**config.mk**
```make
export PLATFORM = sky130hd
export DESIGN_NAME = sorted_keyed_record_table
export DESIGN_NICKNAME = d
export VERILOG_FILES = /design/src/sv/skrt_pkg.sv /design/src/sv/skrt_cell.sv /design/src/sv/sorted_keyed_record_table.sv
export SDC_FILE = /design/constraint.sdc
export NUM_CORES = 2
export LEC_CHECK = 0
export BUFFER_PORTS_ARGS = -buffer_cell sky130_fd_sc_hd__buf_2
export CAP_MARGIN = 10
export CORE_ASPECT_RATIO = 0.7
export CORE_MARGIN = 2
export CORE_UTILIZATION = 30
export CTS_BUF_LIST = sky130_fd_sc_hd__clkbuf_8
export DETAILED_ROUTE_END_ITERATION = 12
export PLACE_DENSITY_LB_ADDON = 0.12
export SLEW_MARGIN = 40
export SYNTH_ARGS = -nofsm -noshare
export SYNTH_HDL_FRONTEND = slang
export SYNTH_SLANG_ARGS = --single-unit
```
**constraint.sdc**
```tcl
create_clock -name clk -period 11.3 [get_ports clk]
set_input_delay 1.13 -clock clk [delete_from_list [all_inputs] [get_ports clk]]
set_output_delay 1.13 -clock clk [all_outputs]
set_load 0.1 [all_outputs]
```
**src/sv/skrt_pkg.sv**
```systemverilog
// Package for the sorted keyed record table: sizes, operation and status
// codes, and the record and cell control types. No dependencies.
`timescale 1ns / 1ps
`default_nettype none

package skrt_pkg;

	localparam int CAPACITY    = 16;
	localparam int KEY_BITS    = 8;
	localparam int AMOUNT_BITS = 27;
	localparam int COUNT_BITS  = $clog2(CAPACITY + 1);
	localparam int OP_BITS     = 2;
	localparam int STATUS_BITS = 2;

	localparam logic [AMOUNT_BITS-1:0] AMOUNT_MAX = AMOUNT_BITS'(100000000);

	localparam logic [OP_BITS-1:0] OP_INSERT = 2'd0;
	localparam logic [OP_BITS-1:0] OP_LOOKUP = 2'd1;
	localparam logic [OP_BITS-1:0] OP_DELETE = 2'd2;

	localparam logic [STATUS_BITS-1:0] STATUS_OK      = 2'd0;
	localparam logic [STATUS_BITS-1:0] STATUS_DUP     = 2'd1;
	localparam logic [STATUS_BITS-1:0] STATUS_MISSING = 2'd2;
	localparam logic [STATUS_BITS-1:0] STATUS_FULL    = 2'd3;

	typedef struct packed {
		logic [KEY_BITS-1:0]    key;
		logic [AMOUNT_BITS-1:0] amount;
	} rec_t;

	typedef struct packed {
		logic                compare;
		logic [KEY_BITS-1:0] cmp_key;
		logic                insert;
		logic                remove;
		rec_t                new_rec;
	} cell_ctl_t;

endpackage

`default_nettype wire

```
**src/sv/skrt_cell.sv**
```systemverilog
// One slot of the sorted record table: holds a record, compares it with the
// requested key and shifts records to and from its neighbors. Uses skrt_pkg.
`timescale 1ns / 1ps
`default_nettype none

module skrt_cell
	import skrt_pkg::*;
(
	input  wire logic      clk,
	input  wire cell_ctl_t ctl,
	input  wire logic      occupied,
	input  wire logic      prev_lt,
	input  wire rec_t      prev_rec,
	input  wire rec_t      next_rec,
	output rec_t           rec,
	output logic           lt,
	output logic           eq
);

	rec_t rec_q;
	logic lt_q;
	logic eq_q;

	always_ff @(posedge clk) begin
		if (ctl.compare) begin
			lt_q <= occupied && (rec_q.key < ctl.cmp_key);
			eq_q <= occupied && (rec_q.key == ctl.cmp_key);
		end
		if (ctl.insert && !lt_q) begin
			rec_q <= prev_lt ? ctl.new_rec : prev_rec;
		end else if (ctl.remove && !lt_q) begin
			rec_q <= next_rec;
		end
	end

	assign rec = rec_q;
	assign lt  = lt_q;
	assign eq  = eq_q;

endmodule

`default_nettype wire

```
**src/sv/sorted_keyed_record_table.sv**
```systemverilog
// Top level of the sorted keyed record table: request and response channels,
// control sequencing and the row of skrt_cell slots. Uses skrt_pkg.
`timescale 1ns / 1ps
`default_nettype none

// The table keeps up to CAPACITY key/amount records in ascending key order in
// a row of cells. In the cycle that a request item is accepted every cell
// compares its key with the requested key, and in the next cycle the status
// is formed from those flags and, on a successful insert or delete, every
// cell above the affected slot shifts one place toward or away from its
// neighbor. A new request is taken once the update cycle has passed; a
// stalled response holds the update cycle until the response register is
// free.
module sorted_keyed_record_table
	import skrt_pkg::*;
(
	input  wire logic                   clk,
	input  wire logic                   arst_n,
	input  wire logic                   req_valid,
	output logic                        req_stall,
	input  wire logic [OP_BITS-1:0]     operation,
	input  wire logic [KEY_BITS-1:0]    key,
	input  wire logic [AMOUNT_BITS-1:0] amount,
	output logic                        rsp_valid,
	input  wire logic                   rsp_stall,
	output logic [STATUS_BITS-1:0]      status,
	output logic [AMOUNT_BITS-1:0]      found_amount,
	output logic [COUNT_BITS-1:0]       entry_count
);

	typedef enum logic {
		ST_IDLE,
		ST_BUSY
	} state_t;

	state_t                 state_q;
	logic [COUNT_BITS-1:0]  count_q;
	logic [OP_BITS-1:0]     op_s1;
	rec_t                   new_rec_s1;
	logic                   rsp_valid_q;
	logic [STATUS_BITS-1:0] status_q;
	logic [AMOUNT_BITS-1:0] found_q;

	cell_ctl_t              ctl;
	rec_t                   recs [CAPACITY];
	logic [CAPACITY-1:0]    lt_flags;
	logic [CAPACITY-1:0]    eq_flags;
	logic                   accept;
	logic                   commit;
	logic                   hit;
	logic                   full;
	logic [AMOUNT_BITS-1:0] found;
	logic                   insert_ok;
	logic                   remove_ok;
	logic [STATUS_BITS-1:0] status_d;

	assign req_stall = (state_q == ST_BUSY);
	assign accept    = req_valid && !req_stall;
	assign commit    = (state_q == ST_BUSY) && (!rsp_valid_q || !rsp_stall);
	assign hit       = |eq_flags;
	assign full      = (count_q == COUNT_BITS'(CAPACITY));
	assign insert_ok = (op_s1 == OP_INSERT) && !hit && !full;
	assign remove_ok = (op_s1 == OP_DELETE) && hit;

	always_comb begin
		found = '0;
		for (int i = 0; i < CAPACITY; i++) begin
			if (eq_flags[i]) begin
				found = found | recs[i].amount;
			end
		end
	end

	always_comb begin
		case (op_s1) inside
			OP_INSERT: status_d = hit ? STATUS_DUP : (full ? STATUS_FULL : STATUS_OK);
			OP_LOOKUP, OP_DELETE: status_d = hit ? STATUS_OK : STATUS_MISSING;
			default: status_d = STATUS_MISSING;
		endcase
	end

	assign ctl.compare = accept;
	assign ctl.cmp_key = key;
	assign ctl.insert  = commit && insert_ok;
	assign ctl.remove  = commit && remove_ok;
	assign ctl.new_rec = new_rec_s1;

	for (genvar i = 0; i < CAPACITY; i++) begin : g_cell
		skrt_cell u_cell (
			.clk      (clk),
			.ctl      (ctl),
			.occupied (COUNT_BITS'(i) < count_q),
			.prev_lt  ((i == 0) ? 1'b1 : lt_flags[(i == 0) ? 0 : i - 1]),
			.prev_rec (recs[(i == 0) ? 0 : i - 1]),
			.next_rec (recs[(i == CAPACITY - 1) ? i : i + 1]),
			.rec      (recs[i]),
			.lt       (lt_flags[i]),
			.eq       (eq_flags[i])
		);
	end

	always_ff @(posedge clk) begin
		if (accept) begin
			op_s1              <= operation;
			new_rec_s1.key     <= key;
			new_rec_s1.amount  <= (amount > AMOUNT_MAX) ? AMOUNT_MAX : amount;
		end
	end

	always_ff @(posedge clk or negedge arst_n) begin
		if (!arst_n) begin
			state_q     <= ST_IDLE;
			count_q     <= '0;
			rsp_valid_q <= 1'b0;
		end else begin
			if (commit) begin
				rsp_valid_q <= 1'b1;
			end else if (rsp_valid_q && !rsp_stall) begin
				rsp_valid_q <= 1'b0;
			end
			unique case (state_q)
				ST_IDLE: begin
					if (accept) begin
						state_q <= ST_BUSY;
					end
				end
				ST_BUSY: begin
					if (commit) begin
						state_q <= ST_IDLE;
						if (insert_ok) begin
							count_q <= count_q + 1'b1;
						end else if (remove_ok) begin
							count_q <= count_q - 1'b1;
						end
					end
				end
				default: state_q <= ST_IDLE;
			endcase
		end
	end

	always_ff @(posedge clk) begin
		if (commit) begin
			status_q <= status_d;
			found_q  <= ((op_s1 == OP_LOOKUP || op_s1 == OP_DELETE) && hit) ? found : '0;
		end
	end

	assign rsp_valid    = rsp_valid_q;
	assign status       = status_q;
	assign found_amount = found_q;
	assign entry_count  = count_q;

endmodule

`default_nettype wire
```
==> results of run 1 <==
==> metal layers <==
metal  global-route usage  wire length (um)  up-vias
li1                     -                 -    12384
met1               0.3714             74870    14786
met2               0.3333             62880     1648
met3              0.05855             14730      280
met4              0.07084              4622        2
met5                    0                13        -
==> final cells by class <==
type	instances	area [sq um]
fillers	12249	80400
flip-flops and latches	665	19930
multi-input cells	2252	16080
well taps	1635	2046
clock buffers	117	1610
repair buffers	185	1379
clock inverters	95	491.7
inverters	37	138.9
diodes	5	12.51
==> flip-flops by register name (all words and copies together) (netlist names) <==
signal             flops
found_amount          27
status                 2
g_cell.u_cell.eq      16
entry_count            5
req_stall              1
ctl                   35
g_cell.u_cell.lt      16
rsp_valid              1
g_cell.u_cell.rec    560
op_s1                  2
==> worst max-delay path by stage <==
stage / startpoint / endpoint / slack, ps / cells after the start
final: g_cell[5].u_cell.eq$_DFFE_PP_ / g_cell[3].u_cell.rec[0]$_DFFE_PP_ / 7020 / 9
after CTS: g_cell[5].u_cell.eq$_DFFE_PP_ / g_cell[3].u_cell.rec[0]$_DFFE_PP_ / 7070 / 9
after global placement: amount[12] / ctl[21]$_SDFFCE_PN1P_ / 6780 / 6
after detailed placement: rsp_stall / g_cell[2].u_cell.rec[33]$_DFFE_PP_ / 7120 / 9
after floorplan: req_valid / ctl[0]$_SDFFCE_PN0P_ / 6610 / 1
after global routing: g_cell[5].u_cell.eq$_DFFE_PP_ / g_cell[3].u_cell.rec[0]$_DFFE_PP_ / 6980 / 9
==> synth_stat cells (2+ instances only) <==
master | n | share of area
nand2b_1 | 15 | 0.0025
nor4_4 | 13 | 0.0075
a21oi_1 | 518 | 0.070
nand2_1 | 21 | 0.0021
a21o_1 | 15 | 0.0030
o211ai_1 | 3 | 0.00061
nand4_1 | 29 | 0.0049
buf_1 | 22 | 0.0022
a31oi_1 | 37 | 0.0063
buf_4 | 3 | 0.00061
nand3_1 | 9 | 0.0012
xnor2_1 | 4 | 0.00095
a211o_1 | 6 | 0.0014
and3_1 | 29 | 0.0049
a22oi_1 | 54 | 0.011
a2111oi_0 | 9 | 0.0021
o21ai_0 | 19 | 0.0026
mux2i_1 | 490 | 0.13
o21a_1 | 12 | 0.0024
a221oi_1 | 82 | 0.019
mux2_2 | 65 | 0.020
nor2_1 | 520 | 0.053
nor4_1 | 10 | 0.0017
buf_2 | 67 | 0.0091
a211oi_1 | 8 | 0.0016
a22o_1 | 81 | 0.019
and2_1 | 17 | 0.0029
dfrtp_1 | 7 | 0.0047
nor2b_1 | 18 | 0.0030
mux2_1 | 3 | 0.00091
or3_1 | 2 | 0.00034
edfxtp_1 | 658 | 0.53
clkbuf_1 | 170 | 0.017
ha_1 | 133 | 0.045
nor4_2 | 2 | 0.00068
inv_1 | 37 | 0.0038
nor3_1 | 16 | 0.0022
a31o_2 | 3 | 0.00071
o211a_1 | 3 | 0.00081
==> placed cells by master, fill, tap and decap left out, drive strengths merged, types with 19 or more instances in the layout <==
| cell type | instances |
|---|---|
| a21oi | 518 |
| a221oi | 82 |
| a22o | 81 |
| a22oi | 54 |
| a31oi | 37 |
| and3 | 29 |
| buf | 185 |
| clkbuf | 117 |
| clkinv | 48 |
| edfxtp | 658 |
| ha | 133 |
| inv | 79 |
| mux2 | 68 |
| mux2i | 490 |
| nand2 | 21 |
| nand4 | 29 |
| nor2 | 520 |
| nor4 | 25 |
| o21ai | 19 |
==> power groups by stage <==
stage	Combinational, uW	Sequential, uW	Clock (uW)
after floorplan	786	3110	0
after global placement	1320	3080	0
after detailed placement	1360	3060	0
after CTS	1370	3010	2210
after global routing	1450	3020	2310
final	1390	3010	2170
==> cell families (layout without fill, tap and decap cells) <==
group           Yosys count  in the layout  synth area share
mux                     558            558            0.1532
fa+ha+maj               133            133           0.04496
compound gates          853            853            0.1418
flops                   665            665            0.5386
simple gates            704            704           0.08731
xor+xnor                  4              4         0.0009464
other cells               0              5                 0
buf+inv                 300            434           0.03319
==> per-stage QoR <==
step / hold WS [ps] / cell area (sq um) / power (uW) / util / instances
global placement: 565.4 / 39210 / 4398 / 0.3212 / 4756
CTS: 48.37 / 41620 / 6591 / 0.3408 / 4984
finish: 110.6 / 41690 / 6572 / 0.3415 / 4991
detailed placement: 564.1 / 39510 / 4424 / 0.3236 / 4772
floorplan: 557.3 / 37010 / 3894 / - / 3217
global route: 82.14 / 41690 / 6780 / 0.3414 / 4989
==> metrics, run 1 <==
most frequent CP cell=buf_4; top-level port count=just under 80; horizontal extent of the die=423.8 um; run status=completed; Clock Sink Count=665; switch share=0.3423; Maximum Capacitance Violations=0; flip-flop cell with the highest count after synthesis=edfxtp_1; delay of the slowest cell on the worst path=600 ps; Clock Power Share=0.330; Core ar.=122,100 sq um; RR Startpoint=g_cell[5].u_cell.eq$_DFFE_PP_; WP buf/inv=4; cells traversed along the worst timing path=buf_4 -> nor4_1 -> nand4_1 -> buf_4 -> nor3_1 -> a21oi_4 -> buf_4 -> nor2_4 -> buf_4; Register-to-Register Path Depth=9; I/O Buffers=76; Cell Area, Synth=roughly 37,000 sq um; Hold Vio Cnt, Final=0; Worst Path Class, Setup=reg -> reg; worst setup slack before clock tree synthesis=between 7000 and 8000 ps; Distinct cells, synth=46; sequential fraction of design power=0.458; fraction of the yosys area taken by sequential cells=0.5386; Critical Path Start Type=flip-flop; Antenna Nets Post-Route=0; Layout area overhead=12.64%; via count of the first global-routing pass=27,886; PostCTS Resize Cnt=0; Nets=3,430; antenna violations before repair=5; site row count=107; standby leakage power=0.01550 uW; Final setup violation count=0; fraction of registers with async set/reset=0.01053; number of max-slew violations in the final report=0; Post-Route WL=157,100 um; Int Pwr=4322 uW; maximum clock frequency=0.2338 GHz; RSZ-0062 raised after global routing=no; Min Clock Period, post-route=between 4000 and 5000 ps; Post-Synthesis Cells=3,217; warnings from Yosys=0; CP Data Required Time=11,730 ps; Max Clock Skew=64.53 ps; wire length of the first global-routing pass=219,700 um; Critical Path Fanout Max=29; maximum number of pins on one net before global-route repair=71; Starting DRT DRC Count=3,810; Chip Height=297.9 um; starting density of the core=0.3032; total global-route track usage=0.2428; net count after synthesis=3,391; IR drop worst, VDD=0.08745 mV; first-pass iteration count of the detailed router=8; power share of the combinational group=0.212; Root Buffer=clkbuf_8; area of the die=126,300 sq um; fraction of layout instances using a drive strength above 1=0.1298; CTS H-Tree Depth=3; Residual DRC=0; routed vias=29,100; vias per cell=5.830; Worst path slowest cell=nor2_4; post-route worst setup slack=7022 ps; category of cells accounting for the largest share of critical-path delay=simple AND/OR/NAND/NOR gates; flop-to-flop setup slack=between 7000 and 8000 ps; CTS buffer count=roughly 120; endpoint type of the worst setup path=flip-flop; clock network latency to the later pin of the worst-skew pair=860 ps; overflow left after global routing=0; setup TNS after final layout=0 ps; final worst path period share=0.3786; EDFF count, synth=658; #FFs+latches synth=approximately 670; hpwl dp=101,700 um; wire length per cell=31.48 um; average size of a mapped cell=11.51 sq um; class of the worst hold path=in -> async; Clk pin slew, worst setup/hold paths=60 ps; Worst slew margin=0.3423; Placer Congestion=0.8754; TritonCTS clock tree=yes; transition time at the pin with the least slew margin=977.6 ps; clk buf depth=3; Reg-to-Reg End=g_cell[3].u_cell.rec[0]$_DFFE_PP_; signal arrival time at the worst endpoint=4710 ps; post-CTS setup buffer count=0; hold_buf cts=0; power density of the placed cells=157.6 nW/um^2; Psw=2250 uW
(Power assumes the default switching activity.)
==> run 2, diff against run 1 <==
- clock period: 11.3 -> 4.4 ns (I/O delays scaled with it)
==> metrics, run 2 (synthesized netlist as in run 1, its figures left out) <==
transition time at the pin with the least slew margin=896.2 ps (-81.35 ps); Root Buffer=clkbuf_8; Chip Height=297.9 um (unchanged); Clock Power Share=0.321 (-0.009); hpwl dp=99,100 um (-2.5%); Worst path slowest cell=buf_4; final worst path period share=0.6956 (+0.3170); Worst Path Class, Setup=reg -> reg; Antenna Nets Post-Route=0 (unchanged); clk buf depth=3 (unchanged); Placer Congestion=0.8725 (-0.33%); Int Pwr=11,020 uW (+150%); sequential fraction of design power=0.462 (+0.004); placed standard-cell area=39,700 sq um (+0.48%); worst setup slack before clock tree synthesis=1372 ps (-5748 ps); Min Clock Period, post-route=3061 ps (-1217 ps); Post-Route WL=161,200 um (+2.6%); post-route worst setup slack=1339 ps (-5683 ps); area of the multi-input gates=16,050 sq um (-0.19%); most frequent cells in the layout=edfxtp_1, a21oi_1, nor2_1; signal arrival time at the worst endpoint=3510 ps (-1200 ps); register cell area after layout=19,930 sq um (unchanged); area of the die=126,300 sq um (unchanged); Nets=3,482 (+1.5%); Critical Path Start Type=flip-flop; Final setup violation count=0 (unchanged); maximum number of pins on one net before global-route repair=71 (unchanged); antenna violations before repair=6 (+1); Starting DRT DRC Count=3,894 (+2.2%); IR drop worst, VDD=0.2199 mV (+150%); vias per cell=5.872 (+0.71%); TritonCTS clock tree=yes; wire length per cell=32.06 um (+1.8%); overflow left after global routing=0 (unchanged); delay of the slowest cell on the worst path=640 ps (+40 ps); run status=completed; endpoint type of the worst setup path=flip-flop; post-CTS setup buffer count=0 (unchanged); via count of the first global-routing pass=28,843 (+3.4%); number of max-slew violations in the final report=0 (unchanged); Max Clock Skew=43.93 ps (-20.60 ps); power density of the placed cells=399.0 nW/um^2 (+150%); WP buf/inv=3 (-1); site row count=107 (unchanged); most common cell after layout, fill and taps aside=edfxtp_1; CTS H-Tree Depth=3 (unchanged); Worst slew margin=0.4025 (+0.06024); top-level port count=77 (unchanged); starting density of the core=0.3032 (unchanged); Hold Vio Cnt, Final=0 (unchanged); area of all placed cells without fillers=42,100 sq um (+0.98%); category of cells accounting for the largest share of critical-path delay=buffers and inverters; wire length of the first global-routing pass=225,100 um (+2.5%); CP Data Required Time=4850 ps (-6880 ps); power share of the combinational group=0.217 (+0.005); RSZ-0062 raised after global routing=no; first-pass iteration count of the detailed router=7 (-1); Critical Path Fanout Max=29 (unchanged); Clk pin slew, worst setup/hold paths=70 ps (about the same); Clock Sink Count=665 (unchanged); class of the worst hold path=in -> reg; total global-route track usage=0.2491 (+0.006263); standby leakage power=0.01567 uW (+1.1%); post-layout power=16,800 uW (+160%); horizontal extent of the die=423.8 um (unchanged); fraction of layout instances using a drive strength above 1=0.1333 (+0.003482); fill cell count=12,147 (-0.83%); Residual DRC=0 (unchanged); cells traversed along the worst timing path=inv_1 -> ha_1 -> and3_2 -> nor3_1 -> a21oi_4 -> buf_4 -> nor2_4 -> buf_4; switch share=0.3439 (+0.001618); Maximum Capacitance Violations=0 (unchanged); most frequent CP cell=buf_4; Core ar.=122,100 sq um (unchanged); clock network latency to the later pin of the worst-skew pair=850 ps (about the same); Layout area overhead=13.74%; max FFs per register=560 (unchanged); maximum clock frequency=0.3267 GHz (+40%); I/O Buffers=76 (unchanged); Psw=5777 uW (+160%); CTS buffer count=113 (-1.7%); PostCTS Resize Cnt=0 (unchanged); routed vias=29,530 (+1.5%)
==> run 2: changes by cell type in the layout (fill, tap and decap cells not counted), sizes merged <==
cell and delta:
clkbuf -3, inv -3, dlygate4sd3 +37, bufinv -1
diode -2, clkinv -8, buf +17, clkinvlp +1
==> run 2: final timing paths <==
| check | startpoint | end | slack, ps | cells past startpoint |
|---|---|---|---|---|
| min in group asynchronous | arst_n | entry_count[3]$_DFFE_PN0P_ | 590 | 3 |
| max in group asynchronous | arst_n | entry_count[0]$_DFFE_PN0P_ | 3550 | 3 |
| hold reg to reg | rsp_valid$_DFFE_PN0P_ | req_stall$_DFF_PN0_ | 560 | 1 |
| setup / recovery | entry_count[1]$_DFFE_PN0P_ | g_cell[3].u_cell.rec[13]$_DFFE_PP_ | 1340 | 8 |
| hold / removal | amount[25] | ctl[25]$_SDFFCE_PN0P_ | 100 | 2 |
| setup reg to reg | entry_count[1]$_DFFE_PN0P_ | g_cell[3].u_cell.rec[13]$_DFFE_PP_ | 1340 | 8 |
==> run 2: cell type report <==
type / count / area share
Tap cell: 1635 / 0.04859
Clock inverter: 84 / 0.01037
Timing Repair Buffer: 239 / 0.04556
Antenna cell: 3 / 0.0001783
Sequential cell: 665 / 0.4735
Multi-Input combinational cell: 2252 / 0.3812
Clock buffer: 114 / 0.03727
Inverter: 37 / 0.003299
==> run 2: power by group through the flow <==
stage	Combinational [uW]	Sequential (uW)	Clock (uW)
after CTS	3590	7750	5520
after global routing	3780	7790	5770
after global placement	3410	7950	0
after floorplan	2020	7980	0
final	3640	7760	5400
after detailed placement	3560	7880	0
==> run 2: routing by layer <==
layer | vias up | wire, um | GRT usage
met5 | - | 60 | 0
met3 | 295 | 15530 | 0.05998
met4 | 4 | 4580 | 0.06863
li1 | 12481 | - | -
met2 | 1751 | 66540 | 0.3557
met1 | 14999 | 74490 | 0.3710
==> run 2: per-stage QoR <==
stage	hold slack [ps]	TNS, ps	util	std cells
5_1_grt	42.83	0	0.3448	5028
3_3_place_gp	289.5	0	0.3236	4777
3_5_place_dp	289.5	0	0.3252	4790
6_report	97.72	0	0.3448	5029
2_1_floorplan	144.4	-66620	-	3217
4_1_cts	14.00	0	0.3446	5025
==> run 2: timing repair <==
| item | CTS | global route |
|---|---|---|
| hold buffers | 37 | 0 |
| endpoints found under the hold margin | 43 | 0 |
| setup endpoints to repair | 0 | 0 |
==> run 3, diff against run 2 <==
- clock period: 4.4 -> 2.7 ns (I/O delays scaled with it)
==> metrics, run 3 (synthesized netlist as in run 1, its figures left out) <==
flop-to-flop setup slack=-70 ps (-1410 ps); fin cells=5,188 (+3.2%); CTS H-Tree Depth=3 (unchanged); Register-to-Register Path Depth=9 (+1); switch share=0.3496 (+0.005659); Root Buffer=clkbuf_8; Maximum Capacitance Violations=0 (unchanged); area of the die=126,300 sq um (unchanged); power share of the combinational group=0.229 (+0.012); Reg-to-Reg End=g_cell[3].u_cell.rec[30]$_DFFE_PP_; Post-Route WL=172,700 um (+7.2%); via count of the first global-routing pass=28,895 (+0.18%); Antenna Nets Post-Route=0 (unchanged); Residual DRC=0 (unchanged); Clk pin slew, worst setup/hold paths=60 ps (about the same); Core ar.=122,100 sq um (unchanged); max FFs per register=560 (unchanged); post-layout util=0.3702 (+0.02539); Nets=3,630 (+4.3%); Hold Path Cell Cnt=2 (unchanged); signal arrival time at the worst endpoint=3360 ps (-150 ps); starting density of the core=0.3032 (unchanged); routed vias=30,726 (+4.1%); Chip Height=297.9 um (unchanged); maximum number of pins on one net before global-route repair=71 (unchanged); CP Data Required Time=3290 ps (-1560 ps); Post-Place Cells=4,867 (+1.6%); fill cell count=12,010 (-1.1%); endpoint type of the worst setup path=flip-flop; hpwl dp=103,300 um (+4.3%); run status=finished with violations; RR Startpoint=g_cell[0].u_cell.eq$_DFFE_PP_; IR drop worst, VDD=0.3934 mV (+79%); TritonCTS clock tree=yes; power density of the placed cells=622.8 nW/um^2 (+56%); Clock Power Share=0.323 (+0.002); maximum clock frequency=0.3608 GHz (+10%); vias per cell=5.923 (+0.86%); top-level port count=77 (unchanged); post-route worst setup slack=-71.78 ps (-1411 ps); Starting DRT DRC Count=4,262 (+9.5%); number of max-slew violations in the final report=0 (unchanged); violated checks=setup timing; Placer Congestion=0.8436 (-3.3%); Hold Vio Cnt, Final=0 (unchanged); Psw=9841 uW (+70%); first-pass iteration count of the detailed router=6 (-1); most common cell after layout, fill and taps aside=edfxtp_1; Worst slew margin=0.4023 (about the same); RSZ-0062 raised after global routing=yes; Min Clock Period, post-route=2772 ps (-288.8 ps); final hold slack=100.1 ps (+2.430 ps); overflow left after global routing=0 (unchanged); Final setup violation count=113 (+113); origin of the worst min-delay path=operation[0]; Int Pwr=18,310 uW (+66%); total global-route track usage=0.2478 (-0.001232); standby leakage power=0.01702 uW (+8.6%); most frequent cells in the layout=edfxtp_1, a21oi_1, mux2i_1; Worst Path Class, Setup=reg -> reg; Layout area overhead=22.11%; Max Clock Skew=79.51 ps (+35.58 ps); final worst path period share=1.027 (+0.3310); fraction of layout instances using a drive strength above 1=0.1792 (+0.04586); Critical Path Fanout Max=18 (-38%); wire length per cell=33.30 um (+3.9%); wire length of the first global-routing pass=223,400 um (-0.77%); clock network latency to the later pin of the worst-skew pair=890 ps (+40 ps); sequential fraction of design power=0.448 (-0.014); post-layout power=28,150 uW (+68%); CTS buffer count=116 (+2.7%); Clock Sink Count=665 (unchanged); I/O Buffers=76 (unchanged); site row count=107 (unchanged); worst hold path endpoint=op_s1[0]$_DFFE_PP_; clk buf depth=3 (unchanged); class of the worst hold path=in -> reg; transition time at the pin with the least slew margin=896.5 ps (+0.2561 ps); antenna violations before repair=5 (-1); Critical Path Start Type=flip-flop; horizontal extent of the die=423.8 um (unchanged)
[run 3: cell count changes in the layout (fill, tap and decap cells not counted), moves of 16 or more]
cell	delta
buf_6	+17
clkbuf_16	+29
nor2_1	-16
buf_12	+72
a21oi_2	+22
mux2_2	-26
a21oi_1	-22
mux2_4	+27
[run 3: cell type report]
cell class,count,area [sq um],share of cell area
well taps,1635,2046,0.04526
clock buffers,118,1624,0.03593
repair buffers,384,4652,0.1029
flip-flops and latches,665,19950,0.4414
clock inverters,94,471.7,0.01044
diodes,3,7.507,0.0001661
inverters,37,141.4,0.003128
multi-input cells,2252,16310,0.3608
[run 3: per-layer routing]
layer,share of wire,up-vias,track usage
li1,-,12809,-
met1,0.46,15607,0.3759
met2,0.41,1961,0.3492
met3,0.10,347,0.05447
met4,0.029,2,0.06880
met5,0.000069,-,0.003409
[run 3: through the flow]
| stage | area (sq um) | setup TNS (ps) | setup slack, ps |
|---|---|---|---|
| floorplan | 37250 | -90640 | -242.8 |
| global placement | 40960 | -387900 | -453.7 |
| detailed placement | 41080 | -47530 | -149.4 |
| CTS | 43620 | 0 | 2.463 |
| global route | 45200 | -19600 | -118.8 |
| finish | 45200 | -3461 | -71.78 |
[run 3: power by group through the flow]
stage / Sequential, uW / Clock, uW / Combinational [uW]
after floorplan: 13000 / 0 / 3390
after global placement: 12800 / 0 / 6080
after detailed placement: 12800 / 0 / 6190
after CTS: 12600 / 9270 / 6250
after global routing: 12600 / 9700 / 6640
final: 12600 / 9110 / 6430
[run 3: worst max path at each step]
stage / end / slack [ps] / cells past startpoint / from
2_1_floorplan: g_cell[0].u_cell.rec[0]$_DFFE_PP_ / -240 / 10 / entry_count[1]$_DFFE_PN0P_
6_report: g_cell[3].u_cell.rec[30]$_DFFE_PP_ / -70 / 9 / g_cell[0].u_cell.eq$_DFFE_PP_
5_1_grt: g_cell[12].u_cell.rec[11]$_DFFE_PP_ / -120 / 9 / g_cell[0].u_cell.eq$_DFFE_PP_
4_1_cts: g_cell[10].u_cell.rec[17]$_DFFE_PP_ / 2 / 9 / g_cell[1].u_cell.eq$_DFFE_PP_
3_3_place_gp: g_cell[10].u_cell.rec[12]$_DFFE_PP_ / -450 / 9 / g_cell[0].u_cell.eq$_DFFE_PP_
3_5_place_dp: g_cell[4].u_cell.rec[0]$_DFFE_PP_ / -150 / 8 / g_cell[0].u_cell.eq$_DFFE_PP_
[run 3: critical path, stage by stage (launching register included)]
cell      delay, ps
edfxtp_1        470
nor4_4          510
buf_4           190
nand4_1         100
buf_6           200
buf_12          150
nor4_4          300
buf_12          230
buf_16          230
a21oi_1          90
[run 3: repair_timing]
action,4_1_cts,5_1_grt
hold buffers,42,0
buffers inserted,0,28
pin swaps,1,20
endpoints found under the hold margin,58,0
setup endpoints to repair,889,628
gates resized for setup,4,155
gates cloned,0,37
